--- src/hdl/gapf_pkg.sv ---
// Shared types, codes and default sizes for the articulation point finder.
`default_nettype none
package gapf_pkg;

  localparam int DEF_MAX_NODES = 1024;
  localparam int DEF_MAX_SLOTS = 8192;
  localparam int NODE_W        = 10;
  localparam int CFG_W         = 11;
  localparam int OP_W          = 2;
  localparam int STATUS_W      = 2;

  localparam logic [OP_W-1:0] OP_ADD   = 2'd0;
  localparam logic [OP_W-1:0] OP_RUN   = 2'd1;
  localparam logic [OP_W-1:0] OP_QUERY = 2'd2;

  localparam logic [STATUS_W-1:0] ST_OK    = 2'd0;
  localparam logic [STATUS_W-1:0] ST_FULL  = 2'd1;
  localparam logic [STATUS_W-1:0] ST_RANGE = 2'd2;

  // Command as classified by the front end.
  typedef struct packed {
    logic [OP_W-1:0]     op;
    logic [NODE_W-1:0]   a;
    logic [NODE_W-1:0]   b;
    logic [STATUS_W-1:0] status;
  } cmd_t;

endpackage
`default_nettype wire

--- src/hdl/gapf_front.sv ---
// Front end: range check of edge and query commands and a two-entry command queue.
`default_nettype none
module gapf_front
  import gapf_pkg::*;
#(
  parameter int MAX_NODES = DEF_MAX_NODES
) (
  input  wire logic                             clk,
  input  wire logic                             rst,
  input  wire logic                             in_valid,
  output logic                                  in_ready,
  input  wire logic [OP_W-1:0]                  in_op,
  input  wire logic [NODE_W-1:0]                in_a,
  input  wire logic [NODE_W-1:0]                in_b,
  input  wire logic [$clog2(MAX_NODES+1)-1:0]   n_eff,
  input  wire logic                             enable,
  output logic                                  cmd_valid,
  output cmd_t                                  cmd,
  input  wire logic                             cmd_pop
);

  localparam int CNTW = $clog2(MAX_NODES + 1);
  localparam int KW   = (CNTW > CFG_W) ? CNTW : CFG_W;

  cmd_t       q [2];
  logic [1:0] count;
  cmd_t       c_in;
  logic       a_bad, b_bad, push, to_head;

  always_comb begin
    a_bad = KW'(in_a) >= KW'(n_eff);
    b_bad = KW'(in_b) >= KW'(n_eff);
    c_in.op = in_op;
    c_in.a = in_a;
    c_in.b = in_b;
    c_in.status = ST_OK;
    case (in_op)
      OP_ADD:   if (a_bad || b_bad) c_in.status = ST_RANGE;
      OP_QUERY: if (a_bad) c_in.status = ST_RANGE;
      default:  c_in.status = ST_OK;
    endcase
  end

  assign in_ready  = enable && (count != 2'd2);
  assign push      = in_valid && in_ready;
  assign cmd_valid = count != 2'd0;
  assign cmd       = q[0];
  // A new command lands at the head when the queue is empty after this cycle's pop.
  assign to_head   = push && ((count == 2'd0) || (cmd_pop && (count == 2'd1)));

  always_ff @(posedge clk) begin
    if (to_head) begin
      q[0] <= c_in;
    end else if (cmd_pop) begin
      q[0] <= q[1];
    end
    if (push && !to_head) begin
      q[1] <= c_in;
    end
    if (rst) begin
      count <= 2'd0;
    end else begin
      count <= count + 2'(push) - 2'(cmd_pop);
    end
  end

endmodule
`default_nettype wire

--- config.mk ---
export PLATFORM = sky130hd
export DESIGN_NAME = gapf_front
export DESIGN_NICKNAME = d
export VERILOG_FILES = /design/src/hdl/gapf_pkg.sv /design/src/hdl/gapf_front.sv
export SDC_FILE = /design/constraint.sdc
export NUM_CORES = 1
export LEC_CHECK = 0
export BUFFER_PORTS_ARGS = -buffer_cell sky130_fd_sc_hd__buf_2
export CORE_ASPECT_RATIO = 1.25
export CORE_MARGIN = 8
export CORE_UTILIZATION = 30
export DETAILED_ROUTE_END_ITERATION = 10
export GPL_TIMING_DRIVEN = 0
export PLACE_DENSITY_LB_ADDON = 0.3
export SLEW_MARGIN = 20
export SYNTH_ARGS = -nofsm -noshare
export SYNTH_HDL_FRONTEND = slang
export SYNTH_SLANG_ARGS = --single-unit
--- constraint.sdc ---
create_clock -name clk -period 4.9 [get_ports clk]
set_clock_uncertainty 0.2 [all_clocks]
set_input_delay 0.49 -clock clk [delete_from_list [all_inputs] [get_ports clk]]
set_output_delay 0.49 -clock clk [all_outputs]
set_load 0.005 [all_outputs]
Yosys cells after proc, flatten, opt, wreduce, memory -nomap -nowiden
Memories as Yosys holds them, arrays and structs flattened.
Cells that the tools add are included.

operators by class
  $add $sub $neg = 2
  order comparisons = 2
  equality and inequality tests = 3
  mux-type cells = 11
  bitwise operators = 1
  reduce and logical (&&, ||, !) cells = 11

operators with widths
  operator                                              count
  2-to-1 mux 24 bit                                     1
  greater-or-equal comparator 10 x 11 -> 1 bit          2
  2-to-1 mux 1 bit                                      7
  logical AND 1 bit                                     5
  zero test 2 bit                                       2
  2-to-1 mux 2 bit                                      2
  case mux 2 bit (2 select lines)                       1
  adder 2 x 1 -> 2 bit                                  1
  equality test 2 x 1 -> 1 bit (second input constant)  1
  equality test 2 bit (second input constant)           1
  logical OR 1 bit                                      2
  != test 2 bit (second input constant)                 1
  nonzero test 2 bit                                    1
  subtractor 2 x 1 -> 2 bit                             1
  zero test 1 bit                                       1
  OR 1 bit                                              1

storage, ports and cells
  flip-flop bits (word level) = 2
  memory bits (writable) = 48
  input port bits = 38
  output and inout bits = 26
  memories kept = 1

memory list
  memory  words  bits a word  rd ports  clocked after Yosys merged registers in  wr ports  line              text
  q       2      24           2         0                                        2         gapf_front.sv:25  cmd_t q [2];

Logic depth before layout (Yosys ltp)
  depth in word-level cells = 8
  mapped depth = 9
  gate-level depth less buffers = 9

Least setup slack after synthesis
No wires, ideal clock.

  path kind = input-to-reg
  start point = in enable
  end point = mem q[0][10] (netlist name), enable pin
  library setup time = 0.435 ns
  data arrival time = 2.569 ns
  required time = 4.265 ns
  setup slack = 1.696 ns
  cell stages on the path = 3
  path buffers = 0
  cells stage by stage = a21boi_0 > nand2_1 > o21ai_0

RTL lines
  element      line              text
  from (decl)  gapf_front.sv:16  input wire logic enable,
  to (decl)    gapf_front.sv:25

Final worst setup path
  start point = reg count[0]
  end point = reg count[1]

between the ends
  longest elaborated chain between the ends = 5

ends and longest elaborated chain
  element                        line              text
  from (decl)                    gapf_front.sv:26  logic [1:0] count;
  from (signal assigned)         gapf_front.sv:63  count <= count + 2'(push) - 2'(cmd_pop);
  != test 2 bit                  gapf_front.sv:44  assign in_ready = enable && (count != 2'd2);
  logical AND 1 bit              gapf_front.sv:44
  logical AND 1 bit              gapf_front.sv:45  assign push = in_valid && in_ready;
  adder 2 x 1 -> 2 bit (*)       gapf_front.sv:63
  subtractor 2 x 1 -> 2 bit (*)  gapf_front.sv:63

Mark *: on every way between the ends. The rest lies on a longest branch, timed or not.
A chain may end at the register's enable or synchronous reset.

==> impl_metrics.env <==
export IMPL_via_per_inst=4.288
export IMPL_track_usage=0.08799
export IMPL_vdd_drop_max_mv=0.1288
export IMPL_slew_viol_final=0
export IMPL_ys_async_sr_fraction=0
export IMPL_synth_top_area_share=0.5463
export IMPL_synth_nets=236
export IMPL_p_sw_uw=240.4
export IMPL_netlist_top_cells_count="edfxtp_1, buf_4, ha_1"
export IMPL_clockPowerShare=0.244
export IMPL_overflow=0
export IMPL_path_clk_slew_ns=0.09
export IMPL_r2r_slack_ns=2.81
export IMPL_diodes=0
export IMPL_crit_end="count[1]"
export IMPL_totalWireLength_um=4934
export IMPL_p_int_uw=712.4
export IMPL_syn_area_sq_um=2529
export IMPL_core_rowCount=37
export IMPL_postCtsHoldBufs=0
export IMPL_area_delta_synth_final_pct=22.37
export IMPL_synthFlopType="edfxtp_1"
export IMPL_start_util=0.3086
export IMPL_setup_violations=0
export IMPL_rsz0062_at_grt="false"
export IMPL_core_area_sq_um=8194
export IMPL_start_kind="flop"
export IMPL_arrival_ns=2.08
export IMPL_power_total_uw=952.8
export IMPL_dieArea_sq_um=11640
export IMPL_place_hpwl_um=3901
export IMPL_clock_fmax_mhz=478.5
export IMPL_numClockSinks=48
export IMPL_power_frac_comb=0.218
export IMPL_dp_slack_ns=2.565
export IMPL_avgSynthCellArea_sq_um=14.37
export IMPL_synth_area_leaders="edfxtp_1, ha_1, mux2_4"
export IMPL_synth_cells=176
export IMPL_p_leak_nw=1.388
export IMPL_min_path_type="input pin to flop"
export IMPL_place_congestion=0.7487
export IMPL_io_pins=64
export IMPL_cp_end_kind="flop"
export IMPL_path_class="flop to flop"
export IMPL_cp_max_fo=4
export IMPL_cp_required_ns=4.89
export IMPL_setup_tns_ns=0
export IMPL_final_core_util=0.3776
export IMPL_stdcell_area_sq_um=3094
export IMPL_route_detailed_drc=0
export IMPL_cts_resized=0
export IMPL_tritoncts="done"
export IMPL_startpoint="count[0]"
export IMPL_switching_share=0.2523
export IMPL_grt_max_degree=24
export IMPL_synth_most_common_cell="edfxtp_1"
export IMPL_nets=306
export IMPL_dr_pass1_iters=3
export IMPL_wl_per_cell_um=14.34
export IMPL_die_h_um=118.6
export IMPL_via_count=1475
export IMPL_io_buffers=62
export IMPL_clock_latency_ns=0.29
export IMPL_worst_slew_pin_slew_ns=0.7053
export IMPL_cts_setup_buffers=0
export IMPL_finalCritPeriodShare=0.4265
export IMPL_ys_ff_latch=48
export IMPL_run_status="completed"
export IMPL_die_x_um=98.12
export IMPL_grt_pass1_wl_um=8135
export IMPL_power_density_nw_per_um2=307.9
export IMPL_final_antenna_net_count=0
export IMPL_cts_made_buffers=5
export IMPL_cts_buffer_depth=2
export IMPL_drtIter0Drc=60
export IMPL_synth_edff_count=46
export IMPL_htreeDepth=2
export IMPL_maxSlewHeadroom=0.5287
export IMPL_reg2reg_to="count[1]"
export IMPL_cts_root_buf="clkbuf_8"
export IMPL_max_cap_viol_count=0
export IMPL_timing_rr_start="count[0]"
export IMPL_r2r_cells=9
export IMPL_period_minus_slack_ns=2.090
export IMPL_drive_above_1_share=0.4899
export IMPL_synth_area_leader_cell="edfxtp_1"
export IMPL_hold_viol=0
export IMPL_placed_cell_area_sq_um=3007
export IMPL_p_seq_frac=0.537
export IMPL_synth_cell_types=34
export IMPL_yosys_warnings=0
export IMPL_antenna_found_initial=0
export IMPL_layout_setup_ws_ns=2.810
export IMPL_first_global_vias=1626
export IMPL_yosysSeqAreaShare=0.5621
## logic make-up (layout without fill, tap and decap cells)
group | count (synthesis) | in the layout | synth area share
AO/OA/AOI/OAI | 23 | 23 | 0.06136
XOR/XNOR | 2 | 2 | 0.006929
adder cells (fa/ha/maj) | 22 | 22 | 0.1089
buffers and inverters | 42 | 113 | 0.1039
flip-flops | 48 | 48 | 0.5621
multiplexers | 21 | 21 | 0.1173
other | 1 | 1 | 0.001483
AND/OR/NAND/NOR | 17 | 17 | 0.03810
## through the flow
stage,hold WS [ns],cells
final,0.1570,344
after global routing,0.1523,344
after CTS,0.1449,344
after detailed placement,0.3335,336
after global placement,0.3287,335
after floorplan,0.3246,176
## metal layers
| layer | vias up | track usage | routed length (um) |
|---|---|---|---|
| li1 | 759 | - | - |
| met3 | 8 | 0.02936 | 284 |
| met2 | 38 | 0.1558 | 2575 |
| met5 | - | 0 | 0 |
| met4 | 0 | 0.02639 | 75 |
| met1 | 670 | 0.09699 | 1999 |
## power by group through the flow
stage               Sequential, mW  Combinational (mW)  Clock, mW
floorplan                    0.521               0.130          0
global placement             0.524               0.197          0
detailed placement           0.522               0.213          0
CTS                          0.513               0.215      0.247
global route                 0.517               0.233      0.262
finish                       0.512               0.208      0.233
## critical path, cell delays in order (launching register included)
cell	delay, ns
dfxtp_1	0.38
inv_1	0.05
a21boi_0	0.21
nand2_1	0.21
ha_1	0.34
inv_1	0.04
ha_1	0.17
xor2_1	0.15
xnor2_1	0.18
nor2_1	0.06
## cell usage in the layout (no fill, tap or decap), drive strengths merged, types with 2 or more instances in the layout
master | synthesis | layout
buf | 26 | 89
edfxtp | 46 | 46
ha | 22 | 22
mux2 | 21 | 21
inv | 16 | 16
a21oi | 6 | 6
o21ai | 6 | 6
clkbuf | 0 | 5
nand2 | 4 | 4
a211oi | 3 | 3
nor2 | 3 | 3
nand2b | 2 | 2
a21o | 2 | 2
clkinvlp | 0 | 2
dfxtp | 2 | 2
## layout make-up
class | count | area (sq um)
Timing Repair Buffer | 63 | 337.8
Tap cell | 97 | 121.4
Clock buffer | 5 | 68.82
Inverter | 16 | 60.06
Multi-Input combinational cell | 86 | 863.3
Clock inverter | 3 | 18.77
Fill cell | 803 | 5100
Sequential cell | 48 | 1421
Buffer | 26 | 202.7
## how the worst min path moves through the flow
| stage | from | end | slack (ns) | cells past startpoint |
|---|---|---|---|---|
| 2_1_floorplan | q[0][47] | q[0][23] | 0.32 | 1 |
| 3_3_place_gp | q[0][27] | q[0][3] | 0.33 | 1 |
| 3_5_place_dp | q[0][33] | q[0][9] | 0.33 | 1 |
| 4_1_cts | rst | count[0] | 0.14 | 2 |
| 5_1_grt | rst | count[1] | 0.15 | 2 |
| 6_report | rst | count[0] | 0.16 | 2 |
## state kept, by name, indices dropped and copies added (netlist names)
| signal | count |
|---|---|
| q | 46 |
| count | 2 |
Power figures use the tool's default switching activity.
